--- src/design/prime_filter_average_macros.svh ---
// ----------------------------------------------------------------------------
// prime_filter_average assertion macros
// Concurrent assertion wrappers; empty when SYNTHESIS is defined.
// ----------------------------------------------------------------------------
`ifndef PRIME_FILTER_AVERAGE_MACROS_SVH
`define PRIME_FILTER_AVERAGE_MACROS_SVH

`ifndef SYNTHESIS
// same-cycle implication
`define PFA_ASSERT_IMPL(label, clk, rst, ante, cons) \
  label: assert property (@(posedge clk) disable iff (rst) (ante) |-> (cons)) \
    else $error("prime_filter_average: assertion failed");
// next-cycle implication
`define PFA_ASSERT_NEXT(label, clk, rst, ante, cons) \
  label: assert property (@(posedge clk) disable iff (rst) (ante) |=> (cons)) \
    else $error("prime_filter_average: assertion failed");
`else
`define PFA_ASSERT_IMPL(label, clk, rst, ante, cons)
`define PFA_ASSERT_NEXT(label, clk, rst, ante, cons)
`endif

`endif

--- src/design/pfa_pkg.sv ---
// ----------------------------------------------------------------------------
// pfa_pkg
// Shared widths and sequencer state type for prime_filter_average.
// ----------------------------------------------------------------------------
package pfa_pkg;

  localparam int SUM_W  = 27;              // running sum of primes
  localparam int CNT_W  = 11;              // running count of primes
  localparam int FRAC_W = 8;               // fraction bits of the mean
  localparam int AVG_W  = 24;              // mean, 16.8 fixed point
  localparam int MEAN_W = SUM_W + FRAC_W;  // dividend width of the mean

  typedef enum logic [2:0] {
    ST_IDLE,
    ST_CHECK,
    ST_TRIAL,
    ST_ACCUM,
    ST_MEAN,
    ST_MEAN_WAIT,
    ST_DONE
  } pfa_state_t;

endpackage

--- src/design/prime_filter_average.sv ---
// ----------------------------------------------------------------------------
// prime_filter_average
// Streaming primality test by trial division, with the mean of the primes.
//
// Input channel (in_valid / in_stall): value and is_last. in_stall is high
// while an item is being worked on; one item at a time is taken.
// Output channel (out_valid / out_stall): one result item per input item.
// Each item tries the trial divisors 2..floor(sqrt(value)) in turn, one
// division each, until one divides; a last item then also divides the sum
// by the count for the mean.
// All divisions run through the one shared bit-serial divider.
// The output register frees the input side: a new item is accepted while a
// result waits; a stalled result holds until taken, and a finished item
// then waits for the output register before the next item is accepted.
// Reset clears the sum, count and overflow flag and empties the output.
// ----------------------------------------------------------------------------
`include "prime_filter_average_macros.svh"

module prime_filter_average #(
  parameter int VALUE_BITS = 16
) (
  input  logic                    clk,
  input  logic                    rst,
  input  logic                    in_valid,
  output logic                    in_stall,
  input  logic [VALUE_BITS-1:0]   value,
  input  logic                    is_last,
  output logic                    out_valid,
  input  logic                    out_stall,
  output logic                    is_prime,
  output logic                    average_valid,
  output logic [pfa_pkg::AVG_W-1:0] average,
  output logic                    no_primes,
  output logic                    saturated
);

  import pfa_pkg::*;

  localparam int TD_W  = VALUE_BITS / 2 + 1;          // trial divisor
  localparam int SQ_W  = VALUE_BITS + 2;              // divisor squared
  localparam int DV_W  = (TD_W > CNT_W) ? TD_W : CNT_W;
  localparam int PAD_W = MEAN_W - VALUE_BITS;
  localparam int ST_W  = $clog2(MEAN_W + 1);
  localparam int SE_W  = ((VALUE_BITS > SUM_W) ? VALUE_BITS : SUM_W) + 1;
  localparam logic [SE_W-1:0] SUM_LIM = {{(SE_W-SUM_W){1'b0}}, {SUM_W{1'b1}}};

  pfa_state_t state, state_next;

  logic [VALUE_BITS-1:0] x;
  logic                  last_r;
  logic [TD_W-1:0]       d;
  logic [SQ_W-1:0]       sq;
  logic                  prime_r;
  logic [SUM_W-1:0]      sum;
  logic [CNT_W-1:0]      count;
  logic                  ovf;
  logic [AVG_W-1:0]      avg_r;
  logic                  nop_r;

  logic                  div_start;
  logic                  div_mean;
  logic [MEAN_W-1:0]     div_dividend;
  logic [DV_W-1:0]       div_divisor;
  logic [ST_W-1:0]       div_steps;
  logic                  div_done;
  logic [MEAN_W-1:0]     div_quo;
  logic [DV_W-1:0]       div_rem;

  logic                  x_small;
  logic                  trial_end;
  logic                  out_free;
  logic [SE_W-1:0]       sum_wide;
  logic                  sum_over;
  logic                  count_full;

  always_comb begin
    div_mean     = (state == ST_MEAN);
    div_dividend = div_mean ? {sum, {FRAC_W{1'b0}}} : {x, {PAD_W{1'b0}}};
    div_divisor  = div_mean ? DV_W'(count) : DV_W'(d);
    div_steps    = div_mean ? ST_W'(MEAN_W) : ST_W'(VALUE_BITS);
    x_small      = (x < VALUE_BITS'(2));
    trial_end    = (sq > SQ_W'(x));
    out_free     = !out_valid || !out_stall;
    in_stall     = (state != ST_IDLE);
    sum_wide     = SE_W'(sum) + SE_W'(x);
    sum_over     = (sum_wide > SUM_LIM);
    count_full   = (count == {CNT_W{1'b1}});
  end

  pfa_divider #(
    .N_W (MEAN_W),
    .D_W (DV_W),
    .S_W (ST_W)
  ) u_div (
    .clk       (clk),
    .rst       (rst),
    .start     (div_start),
    .steps     (div_steps),
    .dividend  (div_dividend),
    .divisor   (div_divisor),
    .done      (div_done),
    .quotient  (div_quo),
    .remainder (div_rem)
  );

  always_ff @(posedge clk) begin
    if (rst) begin
      state <= ST_IDLE;
    end else begin
      state <= state_next;
    end
  end

  always_comb begin
    state_next = state;
    div_start  = 1'b0;
    case (state)
      ST_IDLE: begin
        if (in_valid) state_next = ST_CHECK;
      end
      ST_CHECK: begin
        if (x_small || trial_end) begin
          state_next = ST_ACCUM;
        end else begin
          div_start  = 1'b1;
          state_next = ST_TRIAL;
        end
      end
      ST_TRIAL: begin
        if (div_done) state_next = (div_rem == '0) ? ST_ACCUM : ST_CHECK;
      end
      ST_ACCUM: begin
        state_next = last_r ? ST_MEAN : ST_DONE;
      end
      ST_MEAN: begin
        if (count == '0) begin
          state_next = ST_DONE;
        end else begin
          div_start  = 1'b1;
          state_next = ST_MEAN_WAIT;
        end
      end
      ST_MEAN_WAIT: begin
        if (div_done) state_next = ST_DONE;
      end
      ST_DONE: begin
        if (out_free) state_next = ST_IDLE;
      end
      default: state_next = ST_IDLE;
    endcase
  end

  // running set statistics and output handshake
  always_ff @(posedge clk) begin
    if (rst) begin
      sum       <= '0;
      count     <= '0;
      ovf       <= 1'b0;
      out_valid <= 1'b0;
    end else begin
      if (state == ST_ACCUM && prime_r) begin
        sum   <= sum_over ? SUM_LIM[SUM_W-1:0] : sum_wide[SUM_W-1:0];
        count <= count_full ? count : count + CNT_W'(1);
        ovf   <= ovf | sum_over | count_full;
      end
      if (state == ST_DONE && out_free) begin
        out_valid <= 1'b1;
        if (last_r) begin
          sum   <= '0;
          count <= '0;
          ovf   <= 1'b0;
        end
      end else if (!out_stall) begin
        out_valid <= 1'b0;
      end
    end
  end

  always_ff @(posedge clk) begin
    case (state)
      ST_IDLE: begin
        if (in_valid) begin
          x      <= value;
          last_r <= is_last;
          d      <= TD_W'(2);
          sq     <= SQ_W'(4);
        end
      end
      ST_CHECK: begin
        prime_r <= !x_small;
      end
      ST_TRIAL: begin
        if (div_done) begin
          if (div_rem == '0) begin
            prime_r <= 1'b0;
          end else begin
            // (d+1)^2 = d^2 + 2d + 1
            d  <= d + TD_W'(1);
            sq <= sq + SQ_W'({d, 1'b1});
          end
        end
      end
      ST_ACCUM: begin
        avg_r <= '0;
        nop_r <= 1'b0;
      end
      ST_MEAN: begin
        nop_r <= (count == '0);
      end
      ST_MEAN_WAIT: begin
        if (div_done) begin
          avg_r <= (div_quo[MEAN_W-1:AVG_W] != '0) ? {AVG_W{1'b1}}
                                                   : div_quo[AVG_W-1:0];
        end
      end
      ST_DONE: begin
        if (out_free) begin
          is_prime      <= prime_r;
          average_valid <= last_r;
          average       <= avg_r;
          no_primes     <= nop_r;
          saturated     <= last_r & ovf;
        end
      end
      default: begin
      end
    endcase
  end

  `PFA_ASSERT_NEXT(a_busy_after_accept, clk, rst, in_valid && !in_stall, in_stall)
  `PFA_ASSERT_IMPL(a_sum_needs_count, clk, rst, count == '0, sum == '0)
  `PFA_ASSERT_IMPL(a_plain_result_clean, clk, rst, out_valid && !average_valid, average == '0 && !no_primes && !saturated)
  `PFA_ASSERT_IMPL(a_empty_set_zero, clk, rst, out_valid && no_primes, average == '0)
  `PFA_ASSERT_IMPL(a_div_done_expected, clk, rst, div_done, state == ST_TRIAL || state == ST_MEAN_WAIT)

endmodule

--- src/design/pfa_divider.sv ---
// ----------------------------------------------------------------------------
// pfa_divider
// Shared restoring divider, one quotient bit per cycle. Runs a given number
// of steps over a left-aligned dividend; done pulses when results are ready.
// ----------------------------------------------------------------------------
module pfa_divider #(
  parameter int N_W = 35,
  parameter int D_W = 11,
  parameter int S_W = 6
) (
  input  logic           clk,
  input  logic           rst,
  input  logic           start,
  input  logic [S_W-1:0] steps,
  input  logic [N_W-1:0] dividend,
  input  logic [D_W-1:0] divisor,
  output logic           done,
  output logic [N_W-1:0] quotient,
  output logic [D_W-1:0] remainder
);

  logic           busy;
  logic [S_W-1:0] cnt;
  logic [D_W-1:0] dvs;
  logic [D_W:0]   trial;
  logic [D_W:0]   diff;
  logic           fits;

  always_comb begin
    trial = {remainder, quotient[N_W-1]};
    diff  = trial - {1'b0, dvs};
    fits  = (trial >= {1'b0, dvs});
  end

  always_ff @(posedge clk) begin
    if (rst) begin
      busy <= 1'b0;
      done <= 1'b0;
      cnt  <= '0;
    end else begin
      done <= 1'b0;
      if (start) begin
        busy <= 1'b1;
        cnt  <= steps;
      end else if (busy) begin
        cnt <= cnt - S_W'(1);
        if (cnt == S_W'(1)) begin
          busy <= 1'b0;
          done <= 1'b1;
        end
      end
    end
  end

  always_ff @(posedge clk) begin
    if (start) begin
      quotient  <= dividend;
      remainder <= '0;
      dvs       <= divisor;
    end else if (busy) begin
      quotient  <= {quotient[N_W-2:0], fits};
      remainder <= fits ? diff[D_W-1:0] : trial[D_W-1:0];
    end
  end

endmodule

--- config.mk ---
export PLATFORM = sky130hd
export DESIGN_NAME = prime_filter_average
export DESIGN_NICKNAME = d
export VERILOG_FILES = /design/src/design/pfa_pkg.sv /design/src/design/prime_filter_average.sv /design/src/design/pfa_divider.sv
export VERILOG_INCLUDE_DIRS = /design/src /design/src/design
export SDC_FILE = /design/constraint.sdc
export NUM_CORES = 1
export LEC_CHECK = 0
export BUFFER_PORTS_ARGS = -buffer_cell sky130_fd_sc_hd__buf_4
export CAP_MARGIN = 40
export CORE_MARGIN = 10
export CORE_UTILIZATION = 55
export DETAILED_ROUTE_END_ITERATION = 6
export PLACE_DENSITY = 0.81
export SETUP_SLACK_MARGIN = 0.4
export SYNTH_ARGS = -nofsm -noshare
export SYNTH_HDL_FRONTEND = slang
export SYNTH_HIERARCHICAL = 1
export SYNTH_SLANG_ARGS = --single-unit
--- constraint.sdc ---
create_clock -name clk -period 5.41 [get_ports clk]
set_clock_uncertainty 0.05 [all_clocks]
set_input_delay 1.082 -clock clk [delete_from_list [all_inputs] [get_ports clk]]
set_output_delay 1.082 -clock clk [all_outputs]
set_load 0.01 [all_outputs]
## Word level (Yosys, flattened, before mapping)

Index checks and enable logic that the tools add are counted.
Widths: inputs -> output; s select.

| storage, ports and cells | value |
|---|---|
| word-level logic and storage cells | 129 |
| output and inout bits | 30 |
| flip-flop bits (word level) | 206 |
| input port bits | 21 |

| cells by class | value |
|---|---|
| eq/ne operators | 15 |
| reductions and logical operators | 24 |
| bitwise operators | 4 |
| mux-type cells | 52 |
| add/subtract/negate cells | 6 |
| order comparisons | 4 |

Operators by type and width:

| operator | number |
|---|---|
| $mux 27 | 4 |
| $mux 35 | 3 |
| $mux 11 | 5 |
| $mux 18 | 3 |
| $mux 24 | 2 |
| $pmux 24 s2 | 1 |
| $mux 9 | 4 |
| $pmux 18 s2 | 1 |
| $add 27x16->28 | 1 |
| $gt 28x27->1 const B | 1 |
| $logic_not 11->1 | 2 |
| $pmux 3 s7 | 1 |
| $add 18x10->18 | 1 |
| $gt 18x16->1 | 1 |
| $mux 6 | 3 |
| $pmux 9 s2 | 1 |
| $lt 16x2->1 const B | 1 |
| $mux 1 | 14 |
| $ge 12x11->1 | 1 |
| $mux 3 | 4 |
| $add 11x1->11 const B | 1 |
| $eq 11x11->1 const B | 1 |
| $reduce_bool 11->1 | 1 |
| $sub 11x11->11 | 1 |
| other kinds (23) | 47 |

## Depth between registers and ports, before layout

Gate-level depths: netlist of the first run.

| logic depth | value |
|---|---|
| depth after elaboration | 7 |
| depth in mapped cells | 14 |

## Cells and area by module

Netlist of the first run, hierarchy kept.

Modules (own cells, without submodules):

| module | instances | area an instance (um2) | seq. area each (um2) | cells each |
|---|---|---|---|---|
| prime_filter_average | 1 | 7659.8 | 3803.6 | 772 |
| pfa_divider | 1 | 3311.9 | 1761.7 | 274 |

## Worst setup path after synthesis of the first run

OpenSTA, ideal clock, no wires.

| timing | value |
|---|---|
| kind | input -> register |
| start | input in_valid |
| end | register d[0] (enable) |
| data required time | 4.881 ns |
| path buffers | 0 |
| arrival time | 3.742 ns |
| setup slack | 1.139 ns |
| stages on the path | 2 |
| cell sequence | mux2i_1 > nor4_1 |

| on the way | value |
|---|---|
| word-level cells in the longest chain between the ends | 2 |

RTL lines:

| element | RTL line | text |
|---|---|---|
| from (decl) | prime_filter_average.sv:24 | `input logic in_valid,` |
| $ne 2x2->1 (no line) | - |  |
| $reduce_and 4->1 (no line) | - |  |
| to (signal assigned) | prime_filter_average.sv:198 | `d <= d + TD_W'(1);` |
| to (decl) | prime_filter_average.sv:51 | `logic [TD_W-1:0] d;` |

Every way passes these cells.
A chain may end at the register's enable or synchronous reset.

## Final worst setup path of the first run

| timing | value |
|---|---|
| start | register x[1] |
| end | register u_div.quotient[33], data pin |

| on the way | value |
|---|---|
| word-level cells in the longest chain between the ends | 5 |
| elaborated cells on any way between the ends | 6 |

RTL lines:

| element | RTL line | text |
|---|---|---|
| from (decl) | prime_filter_average.sv:49 | `logic [VALUE_BITS-1:0] x;` |
| from (signal assigned) | prime_filter_average.sv:183 | `x <= value;` |
| $gt 18x16->1 or $lt 16x2->1 (tied branches) | prime_filter_average.sv:82, prime_filter_average.sv:81 |  |
| $logic_or 1x1->1 * | prime_filter_average.sv:122 | `if (x_small \|\| trial_end) begin` |
| $mux 1 * | prime_filter_average.sv:122 |  |
| $pmux 1 s2 * | prime_filter_average.sv:117 | `case (state)` |
| via div_start | prime_filter_average.sv:60 | `logic div_start;` |
| $mux 35 * | pfa_divider.sv:56 | `if (start) begin` |
| to (signal assigned) | pfa_divider.sv:57 | `quotient <= dividend;` |
| to (signal assigned) | pfa_divider.sv:61 | `quotient <= {quotient[N_W-2:0], fits};` |
| to (decl) | pfa_divider.sv:18 | `output logic [N_W-1:0] quotient,` |

The timed path passes the listed nets; every way through them passes the cells marked *.

==> out/summary.txt, run 1 <==
status: finished, final reports clean
Congestion Overflow GR: 0
Synth Area per Inst: 10.49 um^2
Synth area leader: edfxtp_1
Slew headroom: 39.69%
max-slew violations: 0
crit-path max FO: 50
IO buf count: 50
Avg Vias per Cell: 5.873
most frequent cells in the layout: edfxtp_1 (144), nor2_1 (92), nand2_1 (82), o21ai_0 (66), dfxtp_1 (62)
Worst-path clk slew: 60 ps
Placer Congestion: 0.9517
Setup CP Type: reg2reg
LEAKAGE: 4.740 nW
Post-Synth Adder-Cell Area: 7.048%
Critical Path Max Stage Delay: 590 ps
Fin. Hold Viols: 0
Area contributors post-synth: edfxtp_1 (39%), dfxtp_1 (11%), ha_1 (6.5%), mux2_2 (3.6%), nor2_1 (3.1%)
Yosys reg bits: 206
post-synth top area share: 39.41%
fin crit period: 4028 ps
data required time at the worst endpoint: 5620 ps
DR pass1 iterations: 5
Ports: 51
Die X: 161.2 um
Tcrit/Tclk final: 74.45%
CP Cell Sequence: inv_1 > ha_1 > nor2b_1 > o21ai_0 > a211oi_1 > a2111oi_0 > o221ai_1 > a21oi_1 > a22o_2 > buf_4 > mux2_2
Global Route Usage Sum: 18.74%
Sum Neg Setup Slack: 0 ps
Power Density: 473.8 nW/um^2
routed len/inst: 18.06 um
CTS tree: done
synth unique cells: 73
area growth from synthesis to layout: 12.48%
vias in the first global route: 7837
CP Capture Type: flip-flop
CTS H-tree lvls: 1
share of layout cells above drive strength 1: 13.40%
Filler Cell Count: 1564
largest family of logic cells by synthesized area: simple AND/OR/NAND/NOR gates
Post-synth EDFFs: 144
register area share after synthesis: 50.72%
first-pass GRT wire length: 40890 um
clk buf depth: 3
clock root cell: clkbuf_16
VDD IR max: 289.6 uV
postcts setup bufs: 0
Initial Util: 56.19%
measured slew at the worst slew-check pin: 903.4 ps
Post-Syn Area: 10970 um^2
Num CTS Buffers: 22
WL final: 24870 um
Async S/R FF share, synth: 0%
post-synthesis compound-gate area fraction: 15.12%
post-cts gate resize count: 0
Setup Viol. Count Final: 0
die height: 161.2 um
Max-Cap Viols: 0
clk_lat worst skew: 510 ps
Top FF cell, synth: edfxtp_1
largest net degree at the start of global routing: 51
commonest non-fill, non-tap cell in the layout: edfxtp_1
Worst Hold Class: reg2reg
xor/xnor share of the synthesized area: 3.512%
Core Rows: 51
ANT nets after route: 0
RSZ-0062 raised after global routing: false
antenna violations before repair: 0
crit path launch type: flip-flop
DRT iter0 DRCs: 705
Detailed Place HPWL: 17720 um
simple-gate portion of the synthesized area: 15.28%
Critical Path AT: 4240 ps
number of diodes: 0
residual DRC count: 0
clock sinks: 206
Cells after DPL: 1337
post-synthesis mux area share: 4.687%
Critical Path Slowest Stage Cell: a22o_2
Non-Filler Instances: 1377
CP bufs+invs: 2
vias: 8087
Mapped Cells: 1046
core area: 19530 um^2
achievable frequency: 248.3 MHz
Post-CTS Hold Fix Bufs: 0
CP delay by family, top: compound AO/OA/AOI/OAI gates
full die area: 26000 um^2
synth warn: 6
Nets: 1177
layer usage:
metal,track usage [%],routed length [um],vias up
li1,-,-,3940
met5,0,0,-
met4,4.467,464,0
met2,30.92,11910,268
met1,25.15,10830,3839
met3,3.228,1663,40
state kept, by name, indices dropped and copies added, names as in the netlist, 6 cells and up:
register / cells
u_div/quotient: 35
sum: 27
average: 24
avg_r: 24
sq: 18
x: 16
count: 11
u_div/dvs: 11
u_div/remainder: 11
d: 9
u_div/cnt: 6
through the flow:
stage | utilization, % | setup slack (ps) | hold slack, ps | area, um^2 | total power (W)
floorplan | - | 1139 | 350.3 | 11010 | 0.003895
global placement | 59.35 | 1653 | 351.8 | 11590 | 0.004304
detailed placement | 59.66 | 1497 | 354.5 | 11650 | 0.004387
CTS | 63.20 | 1403 | 366.7 | 12340 | 0.005848
global route | 63.20 | 1144 | 376.8 | 12340 | 0.006198
finish | 63.20 | 1382 | 367.6 | 12340 | 0.005847
kinds of logic after synthesis:
logic type / Yosys count
AOI/OAI and AO/OA: 249
and+or+nand+nor: 341
DFF: 206
other: 1
muxes: 47
xor gates and xnor gates: 44
adders and majority gates: 60
buffers and inverters: 98
final timing paths:
| path | to | from | depth (start not counted) | slack (ps) |
|---|---|---|---|---|
| setup / recovery | u_div/quotient[33]$_DFFE_PP_ | x[1]$_DFFE_PP_ | 11 | 1380 |
| hold reg to reg | average[6]$_DFFE_PP_ | avg_r[6]$_SDFFCE_PN0P_ | 0 | 370 |
| setup reg to reg | u_div/quotient[33]$_DFFE_PP_ | x[1]$_DFFE_PP_ | 11 | 1380 |
| hold / removal | average[6]$_DFFE_PP_ | avg_r[6]$_SDFFCE_PN0P_ | 0 | 370 |
worst reg2reg max path: cells and delay by family, from the launching register on:
kind,cells,cell delay (ps)
mux,1,420
fa+ha+maj,1,270
buf+inv,2,760
flops,1,440
simple gates,1,130
compound gates,6,1700
final cells by class:
class | instances | area (um^2) | area share [%]
well taps | 265 | 331.6 | 2.687
clock buffers | 34 | 626.9 | 5.080
repair buffers | 62 | 495.5 | 4.015
multi-input cells | 751 | 5057 | 40.98
clock inverters | 6 | 65.06 | 0.5272
inverters | 53 | 198.9 | 1.612
flip-flops and latches | 206 | 5565 | 45.10
cells in the mapped netlist (3+ instances only):
master and number:
and4_1 4, o21ai_0 66, buf_1 4, nand2b_1 9
o311ai_0 3, fa_1 3, o31ai_1 3, buf_6 3
nor4_1 11, clkbuf_1 35, a31oi_1 5, a311oi_1 5
edfxtp_1 144, a211oi_1 21, dfxtp_1 62, mux2_2 35
a21o_1 14, and2_1 8, nand4_1 9, inv_1 53
nand3_1 26, nor2_2 3, a21oi_1 60, nand2_1 82
or2_2 4, and3_1 27, nor2b_1 9, o21a_1 34
nor3b_1 6, o211ai_1 5, xor2_1 18, xnor2_1 26
nor3_1 30, mux2i_1 12, or3_1 10, nor2_1 92
ha_1 57
where the power goes:
group / internal [W] / switching, W
Sequential: 0.00210 / 0.000286
Combinational: 0.000849 / 0.00116
Clock: 0.000848 / 0.000604
Total: 0.00380 / 0.00205
(Power assumes the default switching activity.)
==> run 2, diff against run 1 <==
Clock period 5.41 ns to 4.1 ns, I/O delays scaled along.
==> out/summary.txt, run 2 (synthesis gave the netlist of run 1 again) <==
LEAKAGE: 4.829 nW
RSZ-0062 raised after global routing: false
sw frac: 34.76%
Sum Neg Setup Slack: 0 ps
first-pass GRT wire length: 40830 um
area growth from synthesis to layout: 14.07%
Global Route Usage Sum: 18.83%
Tcrit/Tclk final: 86.01%
data required time at the worst endpoint: 4320 ps
cells on worst reg2reg path: 11
DR pass1 iterations: 5
CP Capture Type: flip-flop
Filler Cell Count: 1482
most frequent cells in the layout: edfxtp_1 (144), nor2_1 (92), nand2_1 (82), o21ai_0 (66), dfxtp_1 (62)
WL final: 25750 um
vias in the first global route: 8131
commonest non-fill, non-tap cell in the layout: edfxtp_1
DRT iter0 DRCs: 859
area of the multi-input gates: 5066 um^2
antenna violations before repair: 0
routed len/inst: 18.60 um
CTS H-tree lvls: 1
Critical Path AT: 3750 ps
max-slew violations: 0
Placer Congestion: 0.9183
Reg2Reg Setup Slack: 570 ps
CP endpoint: u_div/quotient[20]$_DFFE_PP_
number of diodes: 0
Worst Hold Class: reg2reg
full die area: 26000 um^2
measured slew at the worst slew-check pin: 931.4 ps
IO buf count: 50
Congestion Overflow GR: 0
residual DRC count: 0
clock sinks: 206
ANT nets after route: 0
fin crit period: 3527 ps
Reg power frac: 39.2%
Post-CTS Hold Fix Bufs: 0
final core utilization: 64.10%
achievable frequency: 283.6 MHz
worst r2r dst: u_div/quotient[20]$_DFFE_PP_
CTS tree: done
Critical R2R Launch: x[1]$_DFFE_PP_
Power Density: 643.2 nW/um^2
clk_lat worst skew: 530 ps
Setup CP Type: reg2reg
crit path launch type: flip-flop
Ports: 51
max FFs per register: 35
Initial Util: 56.19%
clk buf depth: 3
Fin. Hold Viols: 0
CP Launch Point: x[1]$_DFFE_PP_
setup ws final: 573.5 ps
clock network power share: 27.4%
Nets: 1183
Most flops, register: u_div/quotient
FF+latch area: 5565 um^2
largest net degree at the start of global routing: 44
Non-Filler Instances: 1384
Die X: 161.2 um
Detailed Place HPWL: 17700 um
Core Rows: 51
Max-Cap Viols: 0
Avg Vias per Cell: 6.012
Cells after DPL: 1342
Num CTS Buffers: 23
Slew headroom: 37.90%
Psw: 0.002798 W
Setup Viol. Count Final: 0
postcts setup bufs: 0
VDD IR max: 347.7 uV
crit-path max FO: 27
die height: 161.2 um
combinational share of power: 33.3%
area post-placement: 11700 um^2
core area: 19530 um^2
status: finished, final reports clean
clock root cell: clkbuf_16
Design Area, Final: 12520 um^2
internal cell power: 0.005252 W
vias: 8321
Worst-path clk slew: 60 ps
largest registers: u_div/quotient x35, sum x27
share of layout cells above drive strength 1: 14.57%
Setup WS pre-CTS: 613.5 ps
run 2: cell count changes in the layout (fill, tap and decap cells not counted), sizes merged:
cell and change:
buf +5, clkinvlp +1, bufinv +3, inv +1, clkbuf -4, clkinv +1
run 2: power groups by stage:
stage / combinational (W) / sequential, W / clock [W]
final: 0.00268 / 0.00316 / 0.00221
after global routing: 0.00298 / 0.00320 / 0.00231
after CTS: 0.00265 / 0.00314 / 0.00223
after detailed placement: 0.00262 / 0.00318 / 0
after global placement: 0.00251 / 0.00317 / 0
after floorplan: 0.00213 / 0.00301 / 0
run 2: stage by stage:
step | power, W | hold slack, ps
2_1_floorplan | 0.005140 | 350.3
4_1_cts | 0.008016 | 368.8
3_3_place_gp | 0.005681 | 352.6
5_1_grt | 0.008493 | 378.6
3_5_place_dp | 0.005795 | 354.5
6_report | 0.008050 | 367.6
run 2: timing repair:
| action | in CTS | in global routing |
|---|---|---|
| resized for setup | 0 | 2 |
| hold endpoints to repair | 0 | 0 |
| setup endpoints to repair | 0 | 28 |
run 2: how the worst min path moves through the flow:
stage,start,to,slack [ps],depth (start not counted)
after floorplan,avg_r[0]$_SDFFCE_PN0P_,average[0]$_DFFE_PP_,350,0
after global placement,avg_r[9]$_SDFFCE_PN0P_,average[9]$_DFFE_PP_,350,0
after detailed placement,avg_r[1]$_SDFFCE_PN0P_,average[1]$_DFFE_PP_,350,0
after CTS,avg_r[7]$_SDFFCE_PN0P_,average[7]$_DFFE_PP_,370,0
after global routing,avg_r[0]$_SDFFCE_PN0P_,average[0]$_DFFE_PP_,380,0
final,avg_r[21]$_SDFFCE_PN0P_,average[21]$_DFFE_PP_,370,0
run 2: cell type report:
type                            instances  share of cell area, %
Clock buffer                           30                  5.048
Clock inverter                         12                  1.450
Inverter                               53                  1.590
Multi-Input combinational cell        751                  40.48
Sequential cell                       206                  44.47
Tap cell                              265                  2.649
Timing Repair Buffer                   67                  4.319
run 2: layer usage:
layer	vias to the layer above	global-route usage, %	part of all wire (%)
li1	3952	-	-
met1	3957	24.45	42
met2	340	30.70	47
met5	-	0	0
met3	72	3.305	7.2
met4	0	7.361	3.6
run 2: worst max-delay path: stages (launching register included):
cell and delay (ps):
edfxtp_1 450, inv_1 150, ha_1 250, nor2b_1 130
o21ai_0 170, a211oi_1 100, a2111oi_0 390, o221ai_1 180
a21oi_1 300, a22o_2 390, buf_6 310, mux2_2 390
